===== src/rtl/lpcd_pkg.sv =====
// ----------------------------------------------------------------------------
// lpcd_pkg
// Shared types and constants of the page cache tag directory.
// ----------------------------------------------------------------------------
package lpcd_pkg;

    localparam int ADDR_W      = 64;
    localparam int LEN_W       = 16;
    localparam int TAG_W       = 52;
    localparam int STAMP_W     = 32;
    localparam int SHIFT_W     = 5;
    localparam int SLOT_FLD_W  = 3;

    localparam logic [SHIFT_W-1:0] SHIFT_MIN   = 5'd12;
    localparam logic [SHIFT_W-1:0] SHIFT_MAX   = 5'd16;
    localparam logic [SHIFT_W-1:0] SHIFT_RESET = 5'd12;

    // Commands from the controller to the datapath.
    typedef struct packed {
        logic start;
        logic frag;
        logic search;
        logic update;
    } lpcd_cmd_t;

    // Status from the datapath to the controller.
    typedef struct packed {
        logic len_zero;
        logic frag_last;
    } lpcd_sts_t;

endpackage


===== src/rtl/lpcd_ctrl.sv =====
// ----------------------------------------------------------------------------
// lpcd_ctrl
// Sequencer of the directory: walks each request through its page fragments.
// ----------------------------------------------------------------------------
module lpcd_ctrl
    import lpcd_pkg::*;
#(
    parameter int SETTLE_CYCLES = 3
)
(
    input  logic      clk,
    input  logic      rst_n,
    input  logic      in_valid,
    output logic      in_stall,
    output logic      out_valid,
    input  logic      out_stall,
    input  lpcd_sts_t sts,
    output lpcd_cmd_t cmd
);

    localparam int WAIT_W = $clog2(SETTLE_CYCLES + 1);

    typedef enum logic [1:0] {
        S_IDLE,
        S_FRAG,
        S_SEARCH,
        S_UPDATE
    } state_t;

    state_t            state_reg;
    state_t            state_next;
    logic [WAIT_W-1:0] wait_reg;
    logic [WAIT_W-1:0] wait_next;
    logic              out_valid_reg;
    logic              out_valid_next;
    logic              out_free;

    assign out_free   = !out_valid_reg || !out_stall;
    assign in_stall   = (state_reg != S_IDLE);
    assign out_valid  = out_valid_reg;

    assign cmd.start  = in_valid && (state_reg == S_IDLE);
    assign cmd.frag   = (state_reg == S_FRAG);
    assign cmd.search = (state_reg == S_SEARCH) && (wait_reg == '0);
    assign cmd.update = (state_reg == S_UPDATE) && out_free;

    always_comb
    begin
        state_next     = state_reg;
        wait_next      = wait_reg;
        out_valid_next = out_valid_reg;
        if (!out_stall)
        begin
            out_valid_next = 1'b0;
        end
        if (wait_reg != '0)
        begin
            wait_next = wait_reg - 1'b1;
        end
        unique case (state_reg)
            S_IDLE:
            begin
                if (cmd.start && !sts.len_zero)
                begin
                    state_next = S_FRAG;
                end
            end
            S_FRAG:
            begin
                state_next = S_SEARCH;
            end
            S_SEARCH:
            begin
                if (cmd.search)
                begin
                    state_next = S_UPDATE;
                end
            end
            S_UPDATE:
            begin
                if (cmd.update)
                begin
                    out_valid_next = 1'b1;
                    // The stamp tree must re-settle after each stamp write.
                    wait_next      = WAIT_W'(SETTLE_CYCLES);
                    state_next     = sts.frag_last ? S_IDLE : S_FRAG;
                end
            end
            default:
            begin
                state_next = S_IDLE;
            end
        endcase
    end

    always_ff @(posedge clk or negedge rst_n)
    begin
        if (!rst_n)
        begin
            state_reg     <= S_IDLE;
            wait_reg      <= WAIT_W'(SETTLE_CYCLES);
            out_valid_reg <= 1'b0;
        end
        else
        begin
            state_reg     <= state_next;
            wait_reg      <= wait_next;
            out_valid_reg <= out_valid_next;
        end
    end

    a_update_holds: assert property (@(posedge clk) disable iff (!rst_n)
        (state_reg == S_UPDATE) && !out_free |=> (state_reg == S_UPDATE))
        else $error("update left while the output register was still full");

    a_update_shows: assert property (@(posedge clk) disable iff (!rst_n)
        cmd.update |=> out_valid_reg)
        else $error("fragment result not presented after update");

    a_search_waits: assert property (@(posedge clk) disable iff (!rst_n)
        (state_reg == S_SEARCH) && (wait_reg != '0) |=> (state_reg == S_SEARCH))
        else $error("search proceeded before the stamp tree settled");

    a_start_frag: assert property (@(posedge clk) disable iff (!rst_n)
        cmd.start && !sts.len_zero |=> (state_reg == S_FRAG))
        else $error("non-empty request did not start a fragment");

endmodule


===== src/rtl/lpcd_datapath.sv =====
// ----------------------------------------------------------------------------
// lpcd_datapath
// Slot tags, valid bits, stamps, fragment arithmetic and the LRU stamp tree.
// ----------------------------------------------------------------------------
module lpcd_datapath
    import lpcd_pkg::*;
#(
    parameter int NUM_SLOTS = 8
)
(
    input  logic                  clk,
    input  logic                  rst_n,
    input  logic                  cfg_we,
    input  logic [SHIFT_W-1:0]    cfg_data,
    input  logic [ADDR_W-1:0]     address,
    input  logic [LEN_W-1:0]      length,
    input  lpcd_cmd_t             cmd,
    output lpcd_sts_t             sts,
    output logic                  hit,
    output logic [SLOT_FLD_W-1:0] slot,
    output logic [ADDR_W-1:0]     page_address,
    output logic [LEN_W-1:0]      page_offset,
    output logic [LEN_W-1:0]      frag_len,
    output logic [LEN_W-1:0]      dest_offset,
    output logic                  last
);

    localparam int SLOT_W = $clog2(NUM_SLOTS);
    localparam int LEAVES = 1 << SLOT_W;

    typedef struct packed {
        logic               present;
        logic [STAMP_W-1:0] stamp;
        logic [SLOT_W-1:0]  idx;
    } node_t;

    // Configuration and request walk.
    logic [SHIFT_W-1:0] page_shift_reg;
    logic [SHIFT_W-1:0] shift_eff;
    logic [ADDR_W-1:0]  addr_reg;
    logic [LEN_W-1:0]   remain_reg;
    logic [LEN_W-1:0]   done_reg;

    // Current fragment.
    logic [TAG_W-1:0]   frag_tag_reg;
    logic [ADDR_W-1:0]  frag_base_reg;
    logic [LEN_W-1:0]   frag_off_reg;
    logic [LEN_W-1:0]   frag_len_reg;
    logic               frag_last_reg;

    logic [LEN_W:0]     psize;
    logic [LEN_W-1:0]   off_mask;
    logic [LEN_W-1:0]   off_next;
    logic [LEN_W:0]     room;
    logic [LEN_W-1:0]   frag_next;

    // Slot state.
    logic [TAG_W-1:0]   tag_reg   [NUM_SLOTS];
    logic [STAMP_W-1:0] stamp_reg [NUM_SLOTS];
    logic [NUM_SLOTS-1:0] valid_reg;
    logic [STAMP_W-1:0] access_counter_reg;

    logic               match_any;
    logic [SLOT_W-1:0]  match_idx;
    logic               hit_reg;
    logic [SLOT_W-1:0]  hit_slot_reg;
    logic [SLOT_W-1:0]  slot_sel;

    // Output register.
    logic                  out_hit_reg;
    logic [SLOT_FLD_W-1:0] out_slot_reg;
    logic [ADDR_W-1:0]     out_base_reg;
    logic [LEN_W-1:0]      out_off_reg;
    logic [LEN_W-1:0]      out_len_reg;
    logic [LEN_W-1:0]      out_dest_reg;
    logic                  out_last_reg;

    node_t leaf     [LEAVES];
    node_t node_reg [1:LEAVES-1];

    function automatic node_t pick_lru(node_t lo, node_t hi);
        // Ties go to the higher slot index.
        if (!hi.present)
        begin
            return lo;
        end
        else if (!lo.present)
        begin
            return hi;
        end
        else if (lo.stamp < hi.stamp)
        begin
            return lo;
        end
        return hi;
    endfunction

    always_comb
    begin
        priority if (page_shift_reg < SHIFT_MIN)
        begin
            shift_eff = SHIFT_MIN;
        end
        else if (page_shift_reg > SHIFT_MAX)
        begin
            shift_eff = SHIFT_MAX;
        end
        else
        begin
            shift_eff = page_shift_reg;
        end
    end

    assign psize     = (LEN_W+1)'(1) << shift_eff;
    assign off_mask  = LEN_W'(psize - (LEN_W+1)'(1));
    assign off_next  = addr_reg[LEN_W-1:0] & off_mask;
    assign room      = psize - {1'b0, off_next};
    assign frag_next = (room < {1'b0, remain_reg}) ? room[LEN_W-1:0] : remain_reg;

    assign sts.len_zero  = (length == '0);
    assign sts.frag_last = frag_last_reg;

    always_ff @(posedge clk or negedge rst_n)
    begin
        if (!rst_n)
        begin
            page_shift_reg <= SHIFT_RESET;
        end
        else if (cfg_we)
        begin
            page_shift_reg <= cfg_data;
        end
    end

    always_ff @(posedge clk)
    begin
        if (cmd.start)
        begin
            addr_reg   <= address;
            remain_reg <= length;
            done_reg   <= '0;
        end
        else if (cmd.update)
        begin
            addr_reg   <= addr_reg + ADDR_W'(frag_len_reg);
            remain_reg <= remain_reg - frag_len_reg;
            done_reg   <= done_reg + frag_len_reg;
        end
        if (cmd.frag)
        begin
            frag_tag_reg  <= TAG_W'(addr_reg >> shift_eff);
            frag_base_reg <= {addr_reg[ADDR_W-1:LEN_W], addr_reg[LEN_W-1:0] & ~off_mask};
            frag_off_reg  <= off_next;
            frag_len_reg  <= frag_next;
            frag_last_reg <= (remain_reg == frag_next);
        end
    end

    // Parallel tag compare; the highest matching slot wins.
    always_comb
    begin
        match_any = 1'b0;
        match_idx = '0;
        for (int i = 0; i < NUM_SLOTS; i++)
        begin
            if (valid_reg[i] && (tag_reg[i] == frag_tag_reg))
            begin
                match_any = 1'b1;
                match_idx = SLOT_W'(i);
            end
        end
    end

    always_ff @(posedge clk)
    begin
        if (cmd.search)
        begin
            hit_reg      <= match_any;
            hit_slot_reg <= match_idx;
        end
    end

    // Registered min tree over the stamps; the root is the LRU victim.
    for (genvar j = 0; j < LEAVES; j++)
    begin : g_leaf
        if (j < NUM_SLOTS)
        begin : g_real
            assign leaf[j] = '{present: 1'b1, stamp: stamp_reg[j], idx: SLOT_W'(j)};
        end
        else
        begin : g_pad
            assign leaf[j] = '{present: 1'b0, stamp: '0, idx: SLOT_W'(j)};
        end
    end

    for (genvar n = 1; n < LEAVES; n++)
    begin : g_node
        if (2 * n >= LEAVES)
        begin : g_bottom
            always_ff @(posedge clk)
            begin
                node_reg[n] <= pick_lru(leaf[2*n-LEAVES], leaf[2*n+1-LEAVES]);
            end
        end
        else
        begin : g_inner
            always_ff @(posedge clk)
            begin
                node_reg[n] <= pick_lru(node_reg[2*n], node_reg[2*n+1]);
            end
        end
    end

    assign slot_sel = hit_reg ? hit_slot_reg : node_reg[1].idx;

    always_ff @(posedge clk or negedge rst_n)
    begin
        if (!rst_n)
        begin
            valid_reg          <= '0;
            access_counter_reg <= '0;
            for (int i = 0; i < NUM_SLOTS; i++)
            begin
                stamp_reg[i] <= '0;
            end
        end
        else if (cmd.update)
        begin
            access_counter_reg  <= access_counter_reg + 1'b1;
            stamp_reg[slot_sel] <= access_counter_reg + 1'b1;
            if (!hit_reg)
            begin
                valid_reg[slot_sel] <= 1'b1;
            end
        end
    end

    always_ff @(posedge clk)
    begin
        if (cmd.update)
        begin
            if (!hit_reg)
            begin
                tag_reg[slot_sel] <= frag_tag_reg;
            end
            out_hit_reg  <= hit_reg;
            out_slot_reg <= SLOT_FLD_W'(slot_sel);
            out_base_reg <= frag_base_reg;
            out_off_reg  <= frag_off_reg;
            out_len_reg  <= frag_len_reg;
            out_dest_reg <= done_reg;
            out_last_reg <= frag_last_reg;
        end
    end

    assign hit          = out_hit_reg;
    assign slot         = out_slot_reg;
    assign page_address = out_base_reg;
    assign page_offset  = out_off_reg;
    assign frag_len     = out_len_reg;
    assign dest_offset  = out_dest_reg;
    assign last         = out_last_reg;

    a_counter_step: assert property (@(posedge clk) disable iff (!rst_n)
        cmd.update |=> (access_counter_reg == $past(access_counter_reg) + 1'b1))
        else $error("access counter did not advance by one on a fragment");

    a_hit_capture: assert property (@(posedge clk) disable iff (!rst_n)
        cmd.search && match_any |=> hit_reg)
        else $error("tag match not captured as a hit");

    a_fill_valid: assert property (@(posedge clk) disable iff (!rst_n)
        cmd.update |=> valid_reg[$past(slot_sel)])
        else $error("slot not valid after its fragment was served");

endmodule


===== src/rtl/lru_page_cache_directory_top.sv =====
// Each fragment is split off at its page boundary, then searched once the registered
// LRU stamp tree has settled after the previous stamp write, then updated and shown
// as a result; the update waits while the output register is full and stalled.
// The first result of a request that follows straight on the last also waits for the
// stamp tree to settle; a request is accepted only once the previous one has issued all
// fragments. Reset clears valid bits and stamps.
// ----------------------------------------------------------------------------
// lru_page_cache_directory_top
// Tag directory of a small fully associative page cache with LRU replacement.
// ----------------------------------------------------------------------------
module lru_page_cache_directory_top
    import lpcd_pkg::*;
#(
    parameter int NUM_SLOTS = 8
)
(
    input  logic                  clk,
    input  logic                  rst_n,
    input  logic                  cfg_valid,
    output logic                  cfg_ready,
    input  logic [SHIFT_W-1:0]    cfg_data,
    input  logic                  in_valid,
    output logic                  in_stall,
    input  logic [ADDR_W-1:0]     address,
    input  logic [LEN_W-1:0]      length,
    output logic                  out_valid,
    input  logic                  out_stall,
    output logic                  hit,
    output logic [SLOT_FLD_W-1:0] slot,
    output logic [ADDR_W-1:0]     page_address,
    output logic [LEN_W-1:0]      page_offset,
    output logic [LEN_W-1:0]      frag_len,
    output logic [LEN_W-1:0]      dest_offset,
    output logic                  last
);

    lpcd_cmd_t cmd;
    lpcd_sts_t sts;

    assign cfg_ready = 1'b1;

    lpcd_ctrl #(
        .SETTLE_CYCLES ($clog2(NUM_SLOTS))
    ) u_ctrl (
        .clk       (clk),
        .rst_n     (rst_n),
        .in_valid  (in_valid),
        .in_stall  (in_stall),
        .out_valid (out_valid),
        .out_stall (out_stall),
        .sts       (sts),
        .cmd       (cmd)
    );

    lpcd_datapath #(
        .NUM_SLOTS (NUM_SLOTS)
    ) u_datapath (
        .clk          (clk),
        .rst_n        (rst_n),
        .cfg_we       (cfg_valid && cfg_ready),
        .cfg_data     (cfg_data),
        .address      (address),
        .length       (length),
        .cmd          (cmd),
        .sts          (sts),
        .hit          (hit),
        .slot         (slot),
        .page_address (page_address),
        .page_offset  (page_offset),
        .frag_len     (frag_len),
        .dest_offset  (dest_offset),
        .last         (last)
    );

endmodule


===== config.mk =====
export PLATFORM = sky130hd
export DESIGN_NAME = lru_page_cache_directory_top
export DESIGN_NICKNAME = d
export VERILOG_FILES = /design/src/rtl/lpcd_pkg.sv /design/src/rtl/lpcd_ctrl.sv /design/src/rtl/lpcd_datapath.sv /design/src/rtl/lru_page_cache_directory_top.sv
export SDC_FILE = /design/constraint.sdc
export NUM_CORES = 2
export LEC_CHECK = 0
export ABC_AREA = 0
export BUFFER_PORTS_ARGS = -buffer_cell sky130_fd_sc_hd__clkbuf_2
export CORE_ASPECT_RATIO = 1.2
export CORE_MARGIN = 1
export CORE_UTILIZATION = 60
export DETAILED_ROUTE_END_ITERATION = 7
export PLACE_DENSITY = 0.84
export SETUP_SLACK_MARGIN = 0.3
export SLEW_MARGIN = 5
export SYNTH_ARGS = -nofsm -noshare
export SYNTH_HDL_FRONTEND = slang
export SYNTH_SLANG_ARGS = --single-unit

===== constraint.sdc =====
create_clock -name clk -period 19.37 [get_ports clk]
set_input_delay 0 -clock clk [delete_from_list [all_inputs] [get_ports clk]]
set_output_delay 0 -clock clk [all_outputs]
set_load 0.03 [all_outputs]

# Word level (Yosys, flattened, before mapping)
# Memories as Yosys holds them, arrays and structs flattened.
# Index checks and enable logic that the tools add are counted.
# totals
wordCells,175
input_bits,90
memories,2
reg_bits,672
ram_bits,668
# mem_list
memory,depth,word_bits,read_ports,rd_clocked_by_memory_dff,wr,line,text
u_datapath.tag_reg,8,52,8,0,1,lpcd_datapath.sv:58,logic [TAG_W-1:0] tag_reg [NUM_SLOTS];
u_datapath.node_reg,7,36,7,0,7,lpcd_datapath.sv:79,node_t node_reg [1:LEAVES-1];
# classes
mux,67
bitwise_logic,6
reduce_logical,29
shift,2
n_lt_le_gt_ge,14
n_addsub,7
n_eq_ne,15
# op_table
op,n
36-bit 2-to-1 mux,20
52-bit == test,8
256-bit bitwise mux,1
32-bit < comparator,7
64-bit 2-to-1 mux,2
32-bit demux with 3-bit select,1
64-bit by 16-bit adder with 64-bit output,1
64-bit by 5-bit >> shifter with 52-bit output,1
16-bit 2-to-1 mux,3
"32-bit by 1-bit adder with 32-bit output, second input constant",1
16-bit bitwise AND,2
32-bit 2-to-1 mux,1
1-bit 2-to-1 mux,24
2-bit 2-to-1 mux,10
17-bit by 16-bit < comparator with 1-bit output,1
"1-bit by 5-bit << shifter with 17-bit output, first input constant",1
17-bit by 16-bit subtractor with 17-bit output,1
16-bit adder,1
16-bit == test,1
16-bit zero test,1
16-bit NOT,1
"16-bit by 1-bit subtractor with 16-bit output, second input constant",1
16-bit subtractor,1
1-bit logical AND,14
other kinds (26),35

# Depth between registers and ports, before layout
# depth
depth_word,10
depth_mapped,21
ltp_nobuf,19

# Hierarchy
# A second synthesis with hierarchy kept.
# unflattened
hier_cells,4833
area_unflattened_um2,59265.6
# by_module_without_submodules
mod,seq_area_each_um2,cells_each,area_per_inst_um2,instances
lpcd_datapath,34921.0,4800,58921.5,1
lpcd_ctrl,127.6,31,332.8,1
lru_page_cache_directory_top,0.0,2,11.3,1

# Worst setup path before layout
# OpenSTA, ideal clock, no wires.
# synth_timing
path_type,register to register
start,reg u_datapath.hit_reg
end,reg u_datapath.valid_reg[3]
setup_ns,0.095
required_ns,19.275
path_stages_with_launch,6
slack_ns,12.401
t_arrival_ns,6.873
path_buffers,1
cell_sequence,edfxtp_1 -> clkbuf_1 -> mux2i_1 -> inv_1 -> nor4_1 -> or2_2
# synth_between
elab_chain_len,6
word_cells_on_any_way,9
classes_between,order compare: 2; mux: 3; bitwise: 2; reduce/logical: 2
# synth_lines
element,line,text
"start, declared",lpcd_datapath.sv:65,logic hit_reg;
"start signal, assigned",lpcd_datapath.sv:178,hit_reg <= match_any;
3-bit 2-to-1 mux *,lpcd_datapath.sv:214,assign slot_sel = hit_reg ? hit_slot_reg : node_reg[1].idx;
via u_datapath.slot_sel[2],lpcd_datapath.sv:67,logic [SLOT_W-1:0] slot_sel;
3-bit by 4-bit < comparator with 1-bit output (not written as such) / 3-bit by 1-bit greater-or-equal comparator with 1-bit output (equally long branches),lpcd_datapath.sv:233,valid_reg[slot_sel] <= 1'b1;
1-bit logical AND (not written as such),lpcd_datapath.sv:233,
1-bit 2-to-1 mux (not written as such),lpcd_datapath.sv:233,
1-bit demux with 3-bit select *,-,
8-bit OR (no line) *,-,
"end signal, assigned",lpcd_datapath.sv:220,valid_reg <= '0;
"end signal, assigned by index",lpcd_datapath.sv:233,
"end, declared",lpcd_datapath.sv:60,logic [NUM_SLOTS-1:0] valid_reg;
# Mark *: on every way through the listed nets, which the timed path passes. The rest lies on a longest branch.
# A chain may end at the register's enable or synchronous reset.

# Worst setup path in the final report
# layout_timing
start,reg u_datapath.page_shift_reg[4]
end,reg u_datapath.frag_len_reg[11] (data pin)
# layout_between
elab_chain_len,9
word_cells_on_any_way,10
classes_between,add/sub: 2; order compare: 3; shift: 1; mux: 3; bitwise: 1
# layout_lines
element,line,text
"start, declared",lpcd_datapath.sv:38,logic [SHIFT_W-1:0] page_shift_reg;
"start signal, assigned",lpcd_datapath.sv:131,page_shift_reg <= cfg_data;
5-bit greater-than comparator,lpcd_datapath.sv:104,else if (page_shift_reg > SHIFT_MAX)
5-bit 2-to-1 mux,lpcd_datapath.sv:104,
5-bit 2-to-1 mux *,lpcd_datapath.sv:100,priority if (page_shift_reg < SHIFT_MIN)
1-bit by 5-bit << shifter with 17-bit output *,lpcd_datapath.sv:114,assign psize = (LEN_W+1)'(1) << shift_eff;
16-bit by 1-bit subtractor with 16-bit output,lpcd_datapath.sv:115,assign off_mask = LEN_W'(psize - (LEN_W+1)'(1));
16-bit bitwise AND,lpcd_datapath.sv:116,assign off_next = addr_reg[LEN_W-1:0] & off_mask;
17-bit by 16-bit subtractor with 17-bit output *,lpcd_datapath.sv:117,"assign room = psize - {1'b0, off_next};"
17-bit by 16-bit < comparator with 1-bit output,lpcd_datapath.sv:118,"assign frag_next = (room < {1'b0, remain_reg}) ? room[LEN_W-1:0] : remain_reg;"
16-bit 2-to-1 mux *,lpcd_datapath.sv:118,
via u_datapath.frag_next[11],lpcd_datapath.sv:55,logic [LEN_W-1:0] frag_next;
"end signal, assigned",lpcd_datapath.sv:154,frag_len_reg <= frag_next;
"end, declared",lpcd_datapath.sv:48,logic [LEN_W-1:0] frag_len_reg;
# Marks and branches as above.

==> metrics <==
CTS Buffer Depth 3; I/O Buffers 208; core area 97120 sq um; # rows 125; failing checks design-rule violations; Hold/Removal Path Class in2reg; Tmin final 5.049 ns; Clock Latency Late Sink 0.71 ns; final net count 5602; Synth Area in Simple Gates 8.942%; CP max FO 110; Clock Skew 0.05255 ns; postcts setup bufs 0; CTS tree done; worst r2r src u_datapath.page_shift_reg[4]$_DFFE_PN0P_; Die Wd 288.2 um; Slew HR 18.64%; Hold Fails Final Rpt 0; setup TNS 0 ns; sequential share of the synthesized area 59.44%; hpwl dp 95370 um; PD cells 155.5 nW/um^2; Crit Path Category reg2reg; WHS Path Cells 4; dominant cell type by area after synthesis edfxtp_1; DRC Markers 4; vias in the first global route 40980; RSZ-0062 raised after global routing no; Seq cells post-synth 1291; Final Cycle Share 26.07%; global-route wire length before repair 232200 um; most common cell in the netlist edfxtp_1; DP Cell Count 6269; CTS root buf clkbuf_16; net switching power 3.901 mW; worst hold path startpoint address[21]; share of the synthesized area in the top cell type 39.01%; Die H 345.4 um; Post-synth ARST share 23.70%; H-tree levels 3; worst r2r dst u_datapath.frag_len_reg[11]$_DFFE_PN_; drt pass-1 iters 8; r2r setup slk 14.32 ns; Reg2Reg Depth 11; clock sinks 1291; status finished, violations left; Routed WL 152300 um; number of enable flip-flop cells after synthesis 766; die area 99540 sq um; Worst-path clk slew 0.07 ns; post-CTS resize count 0; Avg Cell Area, Syn 12.04 sq um; combinational share of power 35.9%; Initial Util 60.71%; Post-DRT Antenna Nets 0; mux share of post-synthesis cell area 5.054%; xor/xnor share of the synthesized area 7.811%; worst ir drop on vdd 0.1785 mV; hold endpoint u_datapath.addr_reg[21]$_DFFE_PP_; Arr. time, crit path 5.51 ns; Yosys cell types 92; Tightest Pin Transition 1.216 ns; initial antenna violation count 13; Clock power frac 23.0%; RePlAce Congestion 0.9064; cells after synthesis 4897; internal power 6.452 mW; setup violators final 0; Cell Count, Final, Fillers Out 6598; CTS buffer count 117; max frequency 198.1 MHz; Post-Synth Adder-Cell Area 6.289%; Seq pwr share 41.1%; Max Cap Violations 0; WL/cell 23.08 um; CP Launch Type flip-flop; Netlist Area Pre-Place 58970 sq um; DR vias 40220; critical path required time 19.83 ns; layout cell share with drive strength beyond 1 14.39%; Final Max Slew Viols 0; post-layout power 10.35 mW; GRT Util Overall 30.60%; gr ovfl total 0; Leak 26.66 nW; vias per cell 6.095; area grow syn2layout 12.92%; synth top area cells edfxtp_1 (39%), dfrtp_1 (13%), dfxtp_1 (7.4%); synth cell count leaders edfxtp_1 (766), nand2_1 (494), o21ai_0 (344); largest family of logic cells by synthesized area simple AND/OR/NAND/NOR gates; sw frac 37.68%; Iter 0 DRT Violations 4477; yosys warns 0; max reg flops 416; Most used DFF post-synth edfxtp_1; num ports 210; Synth Area in Compound Gates 8.886%; largest net degree at the start of global routing 111; Crit. End Element flip-flop
==> area by class of cell <==
type	count	area, sq um
clock buffer	168	3331
sequential	1291	35050
fill	6316	30540
inverter	334	1259
clock inverter	55	610.6
antenna	6	15.01
timing repair buffer	396	2730
tap	1270	1589
multi-input combinational	3078	22000
==> layer usage <==
metal | wire length (um) | track usage (%) | vias to the layer above
met5 | 22 | 0 | -
met4 | 8923 | 17.15 | 4
met3 | 15100 | 6.306 | 527
met2 | 72280 | 49.43 | 2144
met1 | 55930 | 38.38 | 19500
li1 | - | - | 18040
==> how the worst max path moves through the flow <==
stage                                                   startpoint                               endpoint  slack (ns)  cells past startpoint
after global routing      u_datapath.page_shift_reg[4]$_DFFE_PN0P_  u_datapath.frag_len_reg[13]$_DFFE_PN_       13.98                     11
final                     u_datapath.page_shift_reg[4]$_DFFE_PN0P_  u_datapath.frag_len_reg[11]$_DFFE_PN_       14.32                     11
after CTS                 u_datapath.page_shift_reg[4]$_DFFE_PN0P_  u_datapath.frag_len_reg[13]$_DFFE_PN_       14.34                     11
after global placement    u_datapath.page_shift_reg[4]$_DFFE_PN0P_  u_datapath.frag_len_reg[15]$_DFFE_PN_       14.43                     11
after detailed placement  u_datapath.page_shift_reg[4]$_DFFE_PN0P_   u_datapath.frag_len_reg[5]$_DFFE_PN_       14.40                     11
after floorplan                   u_datapath.hit_reg$_SDFFCE_PP1P_    u_datapath.valid_reg[3]$_DFFE_PN0P_       12.40                      5
==> stage by stage <==
step	util [%]	instance area (sq um)	setup WS (ns)	hold slack [ns]
2_1_floorplan	-	59010	12.40	-0.2956
3_3_place_gp	63.44	61610	14.43	0.1083
3_5_place_dp	63.44	61610	14.40	0.1206
6_report	68.56	66590	14.32	0.1141
5_1_grt	68.56	66590	13.98	0.1187
4_1_cts	68.54	66570	14.34	0.08496
==> power by group through the flow <==
stage / registers, mW / logic [mW] / clock network [mW]
floorplan: 4.30 / 2.39 / 0
global placement: 4.25 / 3.44 / 0
detailed placement: 4.27 / 3.55 / 0
CTS: 4.22 / 3.63 / 2.39
global route: 4.29 / 4.00 / 2.50
finish: 4.26 / 3.71 / 2.38
==> worst max-delay path, stage by stage, from the launching register on <==
cell and delay [ns]:
dfrtp_4 1.09, nand4b_1 0.21, buf_4 0.67, nor2_1 0.17
ha_1 0.56, o21a_1 0.23, a21oi_1 0.09, xnor2_1 0.14
ha_1 0.30, nand3_1 0.08, o211ai_2 0.79, mux2_2 0.42
==> kinds of logic (layout without fill, tap and decap cells) <==
group / after synthesis / count (layout)
multiplexers: 270 / 270
AND/OR/NAND/NOR: 1101 / 1101
adder cells (fa/ha/maj): 294 / 294
flip-flops: 1291 / 1291
AO/OA/AOI/OAI: 875 / 875
XOR/XNOR: 525 / 525
buffers and inverters: 539 / 953
other: 2 / 19
==> cell usage in the layout, fill, tap and decap left out, types with 33 or more instances in the layout <==
master,synthesis,routed
nand2b_1,33,33
nand3_1,47,46
buf_4,4,88
mux2_2,213,213
nor3_1,57,55
nor4_1,83,81
o21ai_0,344,344
ha_1,290,289
edfxtp_1,766,766
clkbuf_2,1,207
a21oi_1,245,245
dlygate4sd3_1,0,99
xor2_1,302,302
nand4_1,83,83
nand2_1,494,487
mux2i_1,48,48
nor2_1,156,148
inv_1,334,333
dfrtp_1,302,301
a21o_1,66,66
clkbuf_16,0,118
dfxtp_1,219,219
nor2b_1,35,35
xnor2_1,222,222
==> repair_timing <==
| item | in CTS | in global routing |
|---|---|---|
| endpoints found under the setup margin | 0 | 0 |
| endpoints found under the hold margin | 200 | 0 |
| hold buffers | 100 | 0 |
Note: power is estimated with default switching activity, not from simulation.
